$ cat src/hw/rtl/olad_pkg.sv
package olad_pkg;

   // List capacity and derived widths
   localparam int DEPTH = 16;
   localparam int IDX_W = (DEPTH > 1) ? $clog2(DEPTH) : 1;
   localparam int CNT_W = $clog2(DEPTH + 1);

   // Request action codes
   localparam logic [1:0] ACT_APPEND = 2'd0;
   localparam logic [1:0] ACT_DELETE = 2'd1;
   localparam logic [1:0] ACT_LIST   = 2'd2;

   // Response status codes
   localparam logic [2:0] STAT_INSERTED = 3'd0;
   localparam logic [2:0] STAT_DELETED  = 3'd1;
   localparam logic [2:0] STAT_NOTFOUND = 3'd2;
   localparam logic [2:0] STAT_EMPTY    = 3'd3;
   localparam logic [2:0] STAT_FULL     = 3'd4;
   localparam logic [2:0] STAT_LISTED   = 3'd5;

   // Controller to datapath commands
   typedef struct packed {
      logic       accept;
      logic       append;
      logic       clear_idx;
      logic       inc_idx;
      logic       shift;
      logic       dec_count;
      logic       rsp_load;
      logic [2:0] rsp_status;
      logic       rsp_listed;
      logic       rsp_last;
   } dp_cmd_type;

   // Datapath to controller status
   typedef struct packed {
      logic [1:0] action;
      logic       empty;
      logic       full;
      logic       match;
      logic       at_last;
   } dp_stat_type;

endpackage

$ cat src/hw/rtl/olad_ctrl.sv
module olad_ctrl (
   input  logic                 clock,
   input  logic                 reset,
   input  logic                 start,
   output logic                 busy,
   input  olad_pkg::dp_stat_type stat,
   output olad_pkg::dp_cmd_type  cmd
);
   import olad_pkg::*;

   typedef enum logic [2:0] {
      S_IDLE,
      S_DECODE,
      S_SEARCH,
      S_SHIFT,
      S_LIST
   } state_type;

   state_type state_ff, state_in;
   logic      busy_ff;

   // Next state and datapath commands
   always_comb begin
      state_in = state_ff;
      cmd      = '0;
      unique case (state_ff)
         S_IDLE: begin
            if (start) begin
               cmd.accept = 1'b1;
               state_in   = S_DECODE;
            end
         end
         S_DECODE: begin
            unique case (stat.action) inside
               ACT_APPEND: begin
                  cmd.rsp_load = 1'b1;
                  cmd.rsp_last = 1'b1;
                  state_in     = S_IDLE;
                  if (stat.full) begin
                     cmd.rsp_status = STAT_FULL;
                  end else begin
                     cmd.append     = 1'b1;
                     cmd.rsp_status = STAT_INSERTED;
                  end
               end
               ACT_DELETE, ACT_LIST: begin
                  if (stat.empty) begin
                     cmd.rsp_load   = 1'b1;
                     cmd.rsp_last   = 1'b1;
                     cmd.rsp_status = STAT_EMPTY;
                     state_in       = S_IDLE;
                  end else begin
                     cmd.clear_idx = 1'b1;
                     state_in      = (stat.action == ACT_LIST) ? S_LIST : S_SEARCH;
                  end
               end
               default: begin
                  state_in = S_IDLE;
               end
            endcase
         end
         // walk until the first match or the end of the list
         S_SEARCH: begin
            if (stat.match) begin
               state_in = S_SHIFT;
            end else if (stat.at_last) begin
               cmd.rsp_load   = 1'b1;
               cmd.rsp_last   = 1'b1;
               cmd.rsp_status = STAT_NOTFOUND;
               state_in       = S_IDLE;
            end else begin
               cmd.inc_idx = 1'b1;
            end
         end
         // close the gap one entry per cycle
         S_SHIFT: begin
            if (stat.at_last) begin
               cmd.dec_count  = 1'b1;
               cmd.rsp_load   = 1'b1;
               cmd.rsp_last   = 1'b1;
               cmd.rsp_status = STAT_DELETED;
               state_in       = S_IDLE;
            end else begin
               cmd.shift   = 1'b1;
               cmd.inc_idx = 1'b1;
            end
         end
         S_LIST: begin
            cmd.rsp_load   = 1'b1;
            cmd.rsp_listed = 1'b1;
            cmd.rsp_status = STAT_LISTED;
            cmd.rsp_last   = stat.at_last;
            if (stat.at_last) begin
               state_in = S_IDLE;
            end else begin
               cmd.inc_idx = 1'b1;
            end
         end
         default: begin
            state_in = S_IDLE;
         end
      endcase
   end

   // State and busy flag
   always_ff @(posedge clock) begin
      if (reset) begin
         state_ff <= S_IDLE;
         busy_ff  <= 1'b0;
      end else begin
         state_ff <= state_in;
         busy_ff  <= (state_in != S_IDLE);
      end
   end

   assign busy = busy_ff;

endmodule

$ cat src/hw/rtl/olad_dp.sv
module olad_dp (
   input  logic                 clock,
   input  logic                 reset,
   input  logic [1:0]           req_action,
   input  logic signed [31:0]   req_value,
   input  olad_pkg::dp_cmd_type  cmd,
   output olad_pkg::dp_stat_type stat,
   output logic                 rsp_strobe,
   output logic [2:0]           rsp_status,
   output logic signed [31:0]   rsp_entry,
   output logic                 rsp_last
);
   import olad_pkg::*;

   logic [31:0]       mem [DEPTH];
   logic [1:0]        action_ff;
   logic [31:0]       value_ff;
   logic [CNT_W-1:0]  count_ff;
   logic [IDX_W-1:0]  idx_ff;
   logic [IDX_W-1:0]  rd_addr;
   logic [31:0]       rd_data;
   logic [CNT_W-1:0]  idx_next_cnt;
   logic              rsp_strobe_ff;
   logic [2:0]        rsp_status_ff;
   logic [31:0]       rsp_entry_ff;
   logic              rsp_last_ff;

   // Single read port: the next entry while shifting, else the current one
   assign rd_addr      = cmd.shift ? (idx_ff + IDX_W'(1)) : idx_ff;
   assign rd_data      = mem[rd_addr];
   assign idx_next_cnt = CNT_W'(idx_ff) + CNT_W'(1);

   // Status to the controller
   always_comb begin
      stat.action  = action_ff;
      stat.empty   = (count_ff == '0);
      stat.full    = (count_ff == CNT_W'(DEPTH));
      stat.match   = (rd_data == value_ff);
      stat.at_last = (idx_next_cnt == count_ff);
   end

   // Latched request
   always_ff @(posedge clock) begin
      if (cmd.accept) begin
         action_ff <= req_action;
         value_ff  <= req_value;
      end
   end

   // Entry storage: append at tail, or move one entry down
   always_ff @(posedge clock) begin
      if (cmd.append) begin
         mem[count_ff[IDX_W-1:0]] <= value_ff;
      end else if (cmd.shift) begin
         mem[idx_ff] <= rd_data;
      end
   end

   // Fill count and walk index
   always_ff @(posedge clock) begin
      if (reset) begin
         count_ff <= '0;
         idx_ff   <= '0;
      end else begin
         if (cmd.append) begin
            count_ff <= count_ff + CNT_W'(1);
         end else if (cmd.dec_count) begin
            count_ff <= count_ff - CNT_W'(1);
         end
         if (cmd.clear_idx) begin
            idx_ff <= '0;
         end else if (cmd.inc_idx) begin
            idx_ff <= idx_ff + IDX_W'(1);
         end
      end
   end

   // Response strobe
   always_ff @(posedge clock) begin
      if (reset) begin
         rsp_strobe_ff <= 1'b0;
      end else begin
         rsp_strobe_ff <= cmd.rsp_load;
      end
   end

   // Response payload
   always_ff @(posedge clock) begin
      if (cmd.rsp_load) begin
         rsp_status_ff <= cmd.rsp_status;
         rsp_entry_ff  <= cmd.rsp_listed ? rd_data : 32'd0;
         rsp_last_ff   <= cmd.rsp_last;
      end
   end

   assign rsp_strobe = rsp_strobe_ff;
   assign rsp_status = rsp_status_ff;
   assign rsp_entry  = rsp_entry_ff;
   assign rsp_last   = rsp_last_ff;

   // Fill count never passes capacity
   assert property (@(posedge clock) disable iff (reset) count_ff <= CNT_W'(DEPTH))
      else $error("fill count above capacity");

   // Walk index stays inside the filled part while it is used
   assert property (@(posedge clock) disable iff (reset)
      (cmd.inc_idx || cmd.shift) |-> (idx_next_cnt < count_ff))
      else $error("walk index past fill count");

endmodule

$ cat src/hw/rtl/ordered_list_append_delete_core.sv
// Ordered list core: append at tail, delete first match, list all entries.
// Append gives one response (inserted or full); delete gives one (deleted, not found or empty);
// action 3 gives none. Delete walks to the first match, then shifts the later entries down.
// Listing: one entry per cycle, the last marked with rsp_last; an empty list gives one status.
// One request at a time; busy drops as the final response is strobed, so the next request
// is taken at that edge; the receiver cannot stall. Sync reset empties the list.
module ordered_list_append_delete_core (
   input  logic               clock,
   input  logic               reset,
   input  logic               start,
   output logic               busy,
   input  logic [1:0]         req_action,
   input  logic signed [31:0] req_value,
   output logic               rsp_strobe,
   output logic [2:0]         rsp_status,
   output logic signed [31:0] rsp_entry,
   output logic               rsp_last
);
   import olad_pkg::*;

   dp_cmd_type  cmd;
   dp_stat_type stat;
   logic        busy_int;

   // Sequencer
   olad_ctrl u_ctrl (
      .clock (clock),
      .reset (reset),
      .start (start),
      .busy  (busy_int),
      .stat  (stat),
      .cmd   (cmd)
   );

   // Storage, walk index and response registers
   olad_dp u_dp (
      .clock      (clock),
      .reset      (reset),
      .req_action (req_action),
      .req_value  (req_value),
      .cmd        (cmd),
      .stat       (stat),
      .rsp_strobe (rsp_strobe),
      .rsp_status (rsp_status),
      .rsp_entry  (rsp_entry),
      .rsp_last   (rsp_last)
   );

   assign busy = busy_int;

   // A taken request keeps the core busy in the next cycle
   assert property (@(posedge clock) disable iff (reset) (start && !busy) |=> busy)
      else $error("request taken but core not busy");

   // Status-only responses carry a zero entry and the last marker
   assert property (@(posedge clock) disable iff (reset)
      (rsp_strobe && (rsp_status != STAT_LISTED)) |-> (rsp_last && (rsp_entry == 32'sd0)))
      else $error("status response malformed");

   // The final response of a request frees the core; earlier ones do not
   assert property (@(posedge clock) disable iff (reset)
      rsp_strobe |-> (rsp_last == !busy))
      else $error("busy out of step with last response");

endmodule
$ cat config.mk
export PLATFORM = sky130hd
export DESIGN_NAME = ordered_list_append_delete_core
export DESIGN_NICKNAME = d
export VERILOG_FILES = /design/src/hw/rtl/olad_pkg.sv /design/src/hw/rtl/olad_ctrl.sv /design/src/hw/rtl/olad_dp.sv /design/src/hw/rtl/ordered_list_append_delete_core.sv
export SDC_FILE = /design/constraint.sdc
export NUM_CORES = 1
export LEC_CHECK = 0
export BUFFER_PORTS_ARGS = -buffer_cell sky130_fd_sc_hd__buf_2
export CAP_MARGIN = 10
export CELL_PAD_IN_SITES_DETAIL_PLACEMENT = 0
export CELL_PAD_IN_SITES_GLOBAL_PLACEMENT = 1
export CORE_ASPECT_RATIO = 1.4
export CORE_MARGIN = 3
export CORE_UTILIZATION = 48
export CTS_CLUSTER_SIZE = 40
export DETAILED_ROUTE_END_ITERATION = 8
export PLACE_DENSITY_LB_ADDON = 0.1
export SLEW_MARGIN = 15
export SYNTH_ARGS = -nofsm -noshare
export SYNTH_HDL_FRONTEND = slang
export SYNTH_SLANG_ARGS = --single-unit
$ cat constraint.sdc
create_clock -name clock -period 4.47 [get_ports clock]
set_input_delay 0.2235 -clock clock [delete_from_list [all_inputs] [get_ports clock]]
set_output_delay 0.2235 -clock clock [all_outputs]
set_load 0.005 [all_outputs]
==> results.py, run 1 <==
metrics = {
    "die": {
        "fp.dieH_um": 299.4,
        "fp-row-count": 106,
        "io_pins": 75,
        "core-area_um2": 60350,
        "dieArea_um2": 64550,
        "initial_core_util": 0.4891,
        "chipWidth_um": 215.6,
    },
    "logic_synthesis": {
        "synth_area_leaders": "edfxtp_1 59%, mux2i_1 10%, mux4_2 3.2%",
        "synth_edf_count": 582,
        "ys_seq_elements": 596,
        "synthCells": 2115,
        "netlist_top_cells_count": "582 x edfxtp_1, 308 x mux2i_1, 109 x a211oi_1",
        "synth_nets": 2160,
        "synth_ff_type": "edfxtp_1",
        "yosysMostFrequentCell": "edfxtp_1",
        "ys_seq_area_frac": 0.6016,
        "synth_top_area_frac": 0.5921,
        "postSynth.asyncResetShare": 0,
        "synth_top_cell_by_area": "edfxtp_1",
        "synth.avg_cell_area_um2": 13.96,
        "ys_types": 95,
        "synth_area_um2": 29520,
        "yosys_warnings": 0,
    },
    "routing": {
        "viasPerCell": 6.542,
        "num_vias": 21840,
        "wl_per_cell_um": 31.22,
        "ant_nets": 0,
        "drt_wl_total_mm": 104.2,
        "drt_iter0_markers": 1999,
        "drt-pass1-iter-count": 6,
        "drc": 0,
    },
    "timing": {
        "hold_violations": 0,
        "setup_ws_ps": -347.7,
        "setup_tns_ps": -13190,
        "slew_headroom": 0.2057,
        "finalCritPeriodShare": 1.078,
        "holdWs_ps": 290.6,
        "max_freq_mhz": 207.6,
        "slew_violations": 0,
        "worst_pin_slew_ps": 1184,
        "setup_viol": 43,
        "min_period_ps": 4818,
        "rsz0062_at_grt": "true",
        "skew_ps": 14.79,
    },
    "setup_path": {
        "cp_max_fo": 9,
        "critPathArrivalTime_ps": 5200,
        "worstSetupEndpointType": "flop",
        "worstPathRequired_ps": 4860,
        "cp-start-kind": "flop",
        "criticalPathCategory": "flop to flop",
    },
    "grt": {
        "grt.overflow.total": 0,
        "grt_pass1_wl_mm": 148.2,
        "grt_pass1_vias": 22110,
        "antenna_found_initial": 0,
        "grt_max_degree": 128,
        "grt_usage": 0.3132,
    },
    "layout": {
        "final_util": 0.6104,
        "fill_cells": 4673,
        "syn_to_final_growth_pct": 24.78,
        "n_antenna_cell": 0,
        "layout.nets": 2523,
        "drive_above_1_share": 0.2974,
    },
    "pwr": {
        "power.density_nw_per_um2": 336.3,
        "p_leak_nw": 11.97,
        "peakVddDrop_mv": 0.3556,
    },
    "place": {
        "place_congestion": 0.9167,
        "dp_hpwl_mm": 66.70,
        "port_buffers": 74,
    },
    "status": {
        "violations": "setup timing",
        "status": "finished, violations left",
    },
    "clocking": {
        "clock-sinks": 596,
        "cts_buffers": 60,
        "cts_tree": "done",
        "htree_levels": 2,
        "clockBufferDepth": 3,
        "clkTransAtPathRegs_ps": 70,
        "cts-root-buf": "clkbuf_16",
        "clkLatencyLatePin_ps": 640,
    },
    "min_path": {
        "min_path_type": "input port to flop",
    },
    "run": {
        "maxCapViolCount": 0,
    },
}
## area by class of cell
class,count,area [µm²],share of cell area
inverters,11,43.79,0.001189
clock buffers,74,1575,0.04277
multi-input cells,1318,11400,0.3094
flip-flops and latches,596,17770,0.4824
well taps,810,1013,0.02752
repair buffers,491,4608,0.1251
clock inverters,39,427.9,0.01162
## registers in the layout (all words and copies together), names as in the netlist
register,count
u_dp.rsp_status,3
u_dp.count_ff,5
u_ctrl.busy,1
u_dp.action_ff,2
u_dp.idx_ff,4
u_dp.rsp_entry,32
u_ctrl.state_ff,3
u_dp.mem,512
u_dp.rsp_strobe,1
u_dp.rsp_last,1
u_dp.value_ff,32
## layer usage
metal | share of wire | vias up | global-route usage
met1 | 0.37 | 11180 | 0.3693
met3 | 0.059 | 291 | 0.04512
li1 | - | 9364 | -
met5 | 0 | - | 0
met2 | 0.51 | 1006 | 0.5470
met4 | 0.068 | 0 | 0.1812
## logic make-up after synthesis
kind of cell	share of synthesized area
buffers and inverters	0.03438
xor gates and xnor gates	0.01238
adders and majority gates	0.003645
muxes	0.1465
DFF	0.6016
and+or+nand+nor	0.08283
AOI/OAI and AO/OA	0.1186
## path summary, 6_finish.rpt
path / from / endpoint / slack, ps / cells past startpoint
worst max-delay path: u_dp.idx_ff[0]$_SDFFE_PP0P_ / u_dp.rsp_entry[26]$_SDFFCE_PP0P_ / -350 / 19
worst min-delay path: req_value[19] / u_dp.value_ff[19]$_DFFE_PP_ / 290 / 2
worst max register to register: u_dp.idx_ff[0]$_SDFFE_PP0P_ / u_dp.rsp_entry[26]$_SDFFCE_PP0P_ / -350 / 19
worst min register to register: u_dp.idx_ff[3]$_SDFFE_PP0P_ / u_dp.idx_ff[3]$_SDFFE_PP0P_ / 650 / 3
## through the flow
step,cells,cell area [µm²],power [mW],setup slack (ps)
after floorplan,2115,29540,6.766,3.952
after global placement,3127,33090,7.126,-838.5
after detailed placement,3127,33090,7.140,-851.1
after CTS,3309,36130,12.39,-240.9
after global routing,3339,36830,12.71,-389.9
final,3339,36830,12.39,-347.7
## repair_timing
action / CTS / global route
hold buffers: 35 / 0
buffers inserted: 29 / 32
setup endpoints to repair: 94 / 62
resized for setup: 51 / 70
cloned: 5 / 5
pin swaps: 27 / 28
endpoints found under the hold margin: 41 / 0
## critical path, cell delays in order (launching register included)
cell	delay (ps)
dfxtp_4	350
ha_4	280
xnor2_2	110
o211ai_2	140
buf_4	170
a211o_4	360
buf_12	190
nand3_4	190
buf_12	170
buf_6	110
o22ai_2	70
a32o_2	260
nor4_4	300
xor2_1	270
nand4_1	220
nor4_4	370
buf_4	220
nand2_4	50
a311o_2	470
clkbuf_16	240
## report_power, final
group | switching (mW) | total (mW) | internal [mW]
Sequential | 0.0538 | 6.27 | 6.22
Clock | 2.21 | 5.22 | 3.02
Combinational | 0.524 | 0.893 | 0.369
## cell usage in the layout, fill, tap and decap left out, types with 10 or more instances in the layout
master,n
xnor2_1,15
nand2_1,105
nor2_1,83
nor2b_1,10
a21oi_1,25
or4_1,37
mux4_2,42
buf_2,74
nor2_4,18
o21ai_0,54
o2111ai_1,12
o221ai_1,65
dlygate4sd3_1,35
inv_1,10
mux2i_1,308
a211oi_1,87
nor3_1,10
a31oi_1,10
clkinv_1,11
o22ai_1,39
clkbuf_16,66
nor4_1,77
xor2_1,18
buf_12,53
edfxtp_1,582
o21ai_1,14
a211oi_2,20
o31ai_1,11
buf_4,296
mux2_2,24
buf_6,17
a32o_1,21
clkinv_2,13
nand3_1,15
clkbuf_1,13
Note: power is estimated with default switching activity, not from simulation.
==> run 2: changes to the inputs <==
--- a/config.mk
+++ b/config.mk
@@ -5,17 +5,18 @@
 export SDC_FILE = /design/constraint.sdc
 export NUM_CORES = 1
 export LEC_CHECK = 0
-export BUFFER_PORTS_ARGS = -buffer_cell sky130_fd_sc_hd__buf_2
+export BUFFER_PORTS_ARGS = -buffer_cell sky130_fd_sc_hd__clkbuf_2
 export CAP_MARGIN = 10
 export CELL_PAD_IN_SITES_DETAIL_PLACEMENT = 0
 export CELL_PAD_IN_SITES_GLOBAL_PLACEMENT = 1
 export CORE_ASPECT_RATIO = 1.4
 export CORE_MARGIN = 3
-export CORE_UTILIZATION = 48
+export CORE_UTILIZATION = 45
 export CTS_CLUSTER_SIZE = 40
 export DETAILED_ROUTE_END_ITERATION = 8
 export PLACE_DENSITY_LB_ADDON = 0.1
 export SLEW_MARGIN = 15
 export SYNTH_ARGS = -nofsm -noshare
 export SYNTH_HDL_FRONTEND = slang
+export SYNTH_HIERARCHICAL = 1
 export SYNTH_SLANG_ARGS = --single-unit
==> run 2 against run 1 <==
  * The run still ends with setup timing left
  * Final cell count shrank 8.3%
  * Sequential power grew 0.6%
  * Total power shrank 0.18%
  * Cell area shrank 9.0%
  * Clock skew grew 16 ps
  * Non-clock buffer count shrank 43
  * Clock-buffer cell count shrank 13
  * Wire length shrank 23%
  * Highest routed layer unchanged
==> results.py, run 2 <==
metrics = {
    "layout": {
        "regMostFlops": "u_dp/mem",
        "final_common_cell": "edfxtp_1",
        "final_cells": 3062,
        "layout.nets": 2309,
        "syn_to_final_growth_pct": 25.23,
        "largest_reg_flops": 512,
        "final_cell_mix": "582 x edfxtp_1, 285 x buf_4, 185 x nand2_1, 168 x mux2i_1, 98 x o21ai_0",
        "drive_above_1_share": 0.2940,
        "n_antenna_cell": 0,
    },
    "logic_synthesis": {
        "postSynth.asyncResetShare": 0,
        "synth_nets": 1911,
        "ys_types": 80,
        "synth_top_area_frac": 0.6529,
        "synthCells": 1866,
        "synth_top_cell_by_area": "edfxtp_1",
        "netlist_top_cells_count": "582 x edfxtp_1, 194 x nand2_1, 174 x mux2i_1",
        "yosysMostFrequentCell": "edfxtp_1",
        "ys_seq_elements": 596,
        "yosys_warnings": 6,
        "synth_area_leaders": "edfxtp_1 65%, mux2i_1 6.5%, mux4_2 5.6%",
        "ys_seq_area_frac": 0.6634,
        "synth_ff_type": "edfxtp_1",
        "synth_area_um2": 26770,
        "synth_edf_count": 582,
        "synth.avg_cell_area_um2": 14.35,
    },
    "timing": {
        "hold_violations": 0,
        "min_period_ps": 5210,
        "finalCritPeriodShare": 1.166,
        "setup_ws_ps": -740.2,
        "skew_ps": 31.09,
        "slew_headroom": 0.2854,
        "rsz0062_at_grt": "true",
        "worst_pin_slew_ps": 1072,
        "slew_violations": 0,
        "setup_viol": 46,
        "max_freq_mhz": 191.9,
    },
    "clocking": {
        "clkTransAtPathRegs_ps": 60,
        "cts_tree": "done",
        "cts_buffers": 58,
        "htree_levels": 2,
        "clkLatencyLatePin_ps": 630,
        "cts-root-buf": "clkbuf_16",
        "clock-sinks": 596,
        "clockBufferDepth": 3,
    },
    "setup_path": {
        "worstSetupEndpointType": "flop",
        "critPathTopFamily": "simple AND/OR/NAND/NOR gates",
        "cp-start-kind": "flop",
        "criticalPathCategory": "flop to flop",
        "cp_max_fo": 16,
        "critPathSlowestCell": "mux4_2",
        "critical_path_buf_inv_count": 5,
        "worstPathRequired_ps": 4850,
        "worstPathCellList": "ha_4, nand2b_4, o21ai_2, and2_1, a31oi_1, nor2_1, a21oi_2, nor4_4, nand2b_4, buf_4, nor2_4, buf_8, buf_4, mux4_2, mux2i_1, xnor2_1, nand4_1, nor4_4, a31oi_2, nor4_4, buf_4, o32a_1, nand2_8, clkbuf_16",
        "max_stage_delay_ps": 520,
        "critPathArrivalTime_ps": 5590,
    },
    "routing": {
        "num_vias": 17750,
        "ant_nets": 0,
        "drc": 0,
        "drt_wl_total_mm": 80.71,
        "viasPerCell": 5.797,
        "wl_per_cell_um": 26.36,
        "drt-pass1-iter-count": 5,
        "drt_iter0_markers": 1390,
    },
    "place": {
        "dp_hpwl_mm": 53.05,
        "place_ws_ps": -1087,
        "place_congestion": 0.8903,
        "dpl.cell_count": 2898,
        "port_buffers": 74,
    },
    "die": {
        "io_pins": 75,
        "initial_core_util": 0.4558,
        "dieArea_um2": 62490,
        "core-area_um2": 58730,
        "chipWidth_um": 212.1,
        "fp-row-count": 105,
        "fp.dieH_um": 294.6,
    },
    "status": {
        "violations": "setup timing",
        "status": "finished, violations left",
    },
    "grt": {
        "grt_max_degree": 138,
        "grt_pass1_wl_mm": 116.6,
        "grt_pass1_vias": 18050,
        "grt_usage": 0.2569,
        "grt.overflow.total": 0,
        "antenna_found_initial": 0,
    },
    "pwr": {
        "power.density_nw_per_um2": 368.8,
        "p_leak_nw": 11.40,
        "peakVddDrop_mv": 0.3764,
    },
    "run": {
        "maxCapViolCount": 0,
    },
    "min_path": {
        "min_path_type": "input port to flop",
    },
}
## run 2: cell count changes after synthesis, sizes merged, moves of 34 or more
cell    previous run  this run
nor4              92        13
a211oi           111         1
mux2i            308       174
inv               11        45
clkbuf            94        30
a21oi             27        85
o221ai            74         5
nand2            110       196
or4               39         1
## run 2: cells by family after synthesis
kind of cell | synth area share
AO/OA/AOI/OAI | 0.08367
XOR/XNOR | 0.01767
flip-flops | 0.6634
AND/OR/NAND/NOR | 0.07797
adder cells (fa/ha/maj) | 0.004020
multiplexers | 0.1240
buffers and inverters | 0.02935
## run 2: metrics by stage
step	utilization	hold WS (ps)	TNS (ps)	instance area [µm²]	power, mW
6_report	0.5708	93.55	-31830	33520	12.36
5_1_grt	0.5708	117.1	-43130	33520	12.75
4_1_cts	0.5649	53.32	-29920	33170	12.44
3_5_place_dp	0.5211	402.1	-51090	30600	7.336
3_3_place_gp	0.5211	399.7	-50880	30600	7.326
2_1_floorplan	-	322.4	-40840	27030	6.878
## run 2: routing by layer
metal	part of all wire	wire, µm	vias to the layer above	global-route usage
met5	0	0	-	0
met3	0.044	3550	187	0.02768
met4	0.042	3366	0	0.09317
li1	-	-	8036	-
met1	0.38	30890	8980	0.3102
met2	0.53	42900	548	0.4735
## run 2: cell type report
cell class | instances | area (µm²)
fill | 4695 | 25200
sequential | 596 | 17760
clock buffer | 61 | 1463
multi-input combinational | 1115 | 8777
timing repair buffer | 448 | 3889
tap | 749 | 937.1
clock inverter | 48 | 524.3
inverter | 45 | 168.9
## run 2: worst register-to-register path, cell delays in order (launching register included)
cell	delay, ps
dfxtp_2	350
ha_4	170
nand2b_4	130
o21ai_2	40
and2_1	140
a31oi_1	140
nor2_1	70
a21oi_2	150
nor4_4	60
nand2b_4	170
buf_4	150
nor2_4	170
buf_8	220
buf_4	280
mux4_2	530
mux2i_1	250
xnor2_1	170
nand4_1	280
nor4_4	360
a31oi_2	210
nor4_4	170
buf_4	170
o32a_1	270
nand2_8	120
clkbuf_16	210
## run 2: timing repair
action	4_1_cts	5_1_grt
setup endpoints to repair	94	110
endpoints found under the hold margin	44	0
gates resized for setup	28	45
buffers inserted	7	10
hold buffers	35	0
cloned	2	3
pin swaps	10	17
## run 2: worst paths after layout
check                                                   start                                to  cells past startpoint  slack [ps]
worst max-delay path              u_dp/idx_ff[0]$_SDFFE_PP0P_  u_dp/rsp_entry[16]$_SDFFCE_PN0P_                     24        -740
worst min-delay path                                    start     u_ctrl/state_ff[0]$_SDFF_PP0_                      5          90
worst max register to register    u_dp/idx_ff[0]$_SDFFE_PP0P_  u_dp/rsp_entry[16]$_SDFFCE_PN0P_                     24        -740
worst min register to register  u_dp/count_ff[2]$_SDFFE_PP0P_     u_dp/count_ff[2]$_SDFFE_PP0P_                      3         650
## run 2: power breakdown
group | switching (mW) | internal (mW) | total [mW]
clock | 2.16 | 2.91 | 5.07
combinational | 0.553 | 0.427 | 0.980
sequential | 0.0569 | 6.26 | 6.31
==> run 3: changes to the inputs <==
==> constraint.sdc (replaced) <==
create_clock -name clock -period 6.53 [get_ports clock]
set_input_delay 0.3265 -clock clock [delete_from_list [all_inputs] [get_ports clock]]
set_output_delay 0.3265 -clock clock [all_outputs]
set_load 0.005 [all_outputs]
==> run 3 against run 2 <==
  * The flow now finishes without violations
  * Non-clock buffer count decreased by 237
  * Worst setup slack improved by 1200 ps
  * Wire length decreased by 1.1%
  * Critical path depth increased by 3
  * Largest cell class unchanged
  * Largest power group unchanged
==> results.py, run 3 (synthesis gave the netlist of run 2 again) <==
metrics = {
    "layout": {
        "layout.nets": 2072,
        "n_antenna_cell": 0,
        "largest_reg_flops": 512,
        "drive_above_1_share": 0.1878,
        "regMostFlops": "u_dp/mem",
        "postLayoutCellArea_um2": 30790,
        "final_util": 0.5243,
        "final_common_cell": "edfxtp_1",
        "syn_to_final_growth_pct": 15.03,
        "final_cell_mix": "582 x edfxtp_1, 192 x nand2_1, 173 x mux2i_1, 99 x o21ai_0, 92 x buf_4",
    },
    "pwr": {
        "power.density_nw_per_um2": 266.5,
        "peakVddDrop_mv": 0.2081,
        "p_leak_nw": 9.970,
        "power.total_mw": 8.207,
    },
    "grt": {
        "grt_pass1_vias": 17130,
        "grt.overflow.total": 0,
        "grt_max_degree": 138,
        "grt_pass1_wl_mm": 116.2,
        "antenna_found_initial": 0,
        "grt_usage": 0.2570,
    },
    "clocking": {
        "cts_buffers": 59,
        "clock-sinks": 596,
        "clockBufferDepth": 3,
        "clkLatencyLatePin_ps": 620,
        "cts-root-buf": "clkbuf_16",
        "clkTransAtPathRegs_ps": 60,
        "cts_tree": "done",
        "htree_levels": 2,
    },
    "place": {
        "place_congestion": 0.8937,
        "place_ws_ps": 176.5,
        "dpl-instance-area_um2": 28500,
        "port_buffers": 74,
        "dp_hpwl_mm": 51.05,
    },
    "die": {
        "initial_core_util": 0.4558,
        "fp.dieH_um": 294.6,
        "core-area_um2": 58730,
        "fp-row-count": 105,
        "dieArea_um2": 62490,
        "chipWidth_um": 212.1,
        "io_pins": 75,
    },
    "run": {
        "maxCapViolCount": 0,
    },
    "timing": {
        "slew_violations": 0,
        "finalCritPeriodShare": 0.9349,
        "setup_tns_ps": 0,
        "rsz0062_at_grt": "false",
        "slew_headroom": 0.1875,
        "hold_violations": 0,
        "skew_ps": 16.27,
        "max_freq_mhz": 163.8,
        "setup_ws_ps": 424.8,
        "min_period_ps": 6105,
        "worst_pin_slew_ps": 1216,
        "setup_viol": 0,
    },
    "setup_path": {
        "worstPathRequired_ps": 6890,
        "worstSetupEndpointType": "flop",
        "cp-start-kind": "flop",
        "critPathArrivalTime_ps": 6460,
        "cp_max_fo": 26,
        "criticalPathCategory": "flop to flop",
    },
    "routing": {
        "drt_iter0_markers": 1329,
        "ant_nets": 0,
        "drc": 0,
        "viasPerCell": 6.080,
        "drt_wl_total_mm": 79.79,
        "num_vias": 17150,
        "wl_per_cell_um": 28.29,
        "drt-pass1-iter-count": 6,
    },
    "status": {
        "status": "completed",
    },
    "min_path": {
        "min_path_type": "input port to flop",
    },
}
==> run 3: cell count changes in the layout (fill, tap and decap cells not counted), moves of 6 or more <==
cell,delta
buf_4,-193
buf_12,-29
buf_6,-8
nand2_1,+7
a21oi_1,+6
==> run 3: layout make-up <==
type / count / area, µm²
fillers: 4872 / 27930
flip-flops and latches: 596 / 17760
multi-input cells: 1114 / 8423
repair buffers: 211 / 1622
clock buffers: 65 / 1499
well taps: 749 / 937.1
clock inverters: 40 / 379.1
inverters: 45 / 168.9
==> run 3: critical path, cell delays in order, from the launching register on <==
cell	delay, ps
dfxtp_2	520
ha_4	190
nand2b_1	80
o21ai_0	130
and2_1	140
a31oi_1	50
nor2_1	100
a21oi_1	40
nor4_1	260
nand2b_1	230
nor2_4	70
buf_12	150
buf_4	240
buf_4	250
nor2b_1	590
buf_4	320
a22oi_1	110
nand2_1	100
o22ai_1	110
nor2_1	250
xnor2_1	170
nor4_2	520
nand4_1	170
nor4_2	270
buf_4	190
o32a_1	200
nand2_2	120
buf_12	200
==> run 3: final timing paths <==
path / start / end / slack, ps / cells past startpoint
worst max-delay path: u_dp/idx_ff[0]$_SDFFE_PP0P_ / u_dp/rsp_entry[5]$_SDFFCE_PN0P_ / 420 / 27
worst min-delay path: reset / u_dp/count_ff[0]$_SDFFE_PP0P_ / 70 / 2
worst max register to register: u_dp/idx_ff[0]$_SDFFE_PP0P_ / u_dp/rsp_entry[5]$_SDFFCE_PN0P_ / 420 / 27
worst min register to register: u_dp/count_ff[1]$_SDFFE_PP0P_ / u_dp/count_ff[1]$_SDFFE_PP0P_ / 610 / 2
==> run 3: metrics by stage <==
step	hold WS, ps	std cells
6_report	71.25	2820
5_1_grt	88.56	2820
4_1_cts	44.49	2815
3_5_place_dp	505.1	2676
3_3_place_gp	502.7	2676
2_1_floorplan	425.4	1866
==> run 3: where the power goes <==
group	total, mW	switching, mW	internal, mW	leakage, nW
Combinational	0.524	0.334	0.190	3.71
Clock	3.35	1.46	1.89	0.913
Sequential	4.33	0.0475	4.28	5.35
==> run 3: repair_timing <==
item / in CTS / in global routing
hold buffers: 34 / 0
endpoints found under the setup margin: 0 / 42
buffers inserted: 0 / 5
hold endpoints to repair: 34 / 0
gates resized for setup: 0 / 1
==> run 3: metal layers <==
metal	vias up	GRT usage	wire, µm
met5	-	0	0
met4	0	0.09431	3158
met3	150	0.03247	4243
met2	597	0.4464	40600
met1	8857	0.3312	31790
li1	7543	-	-
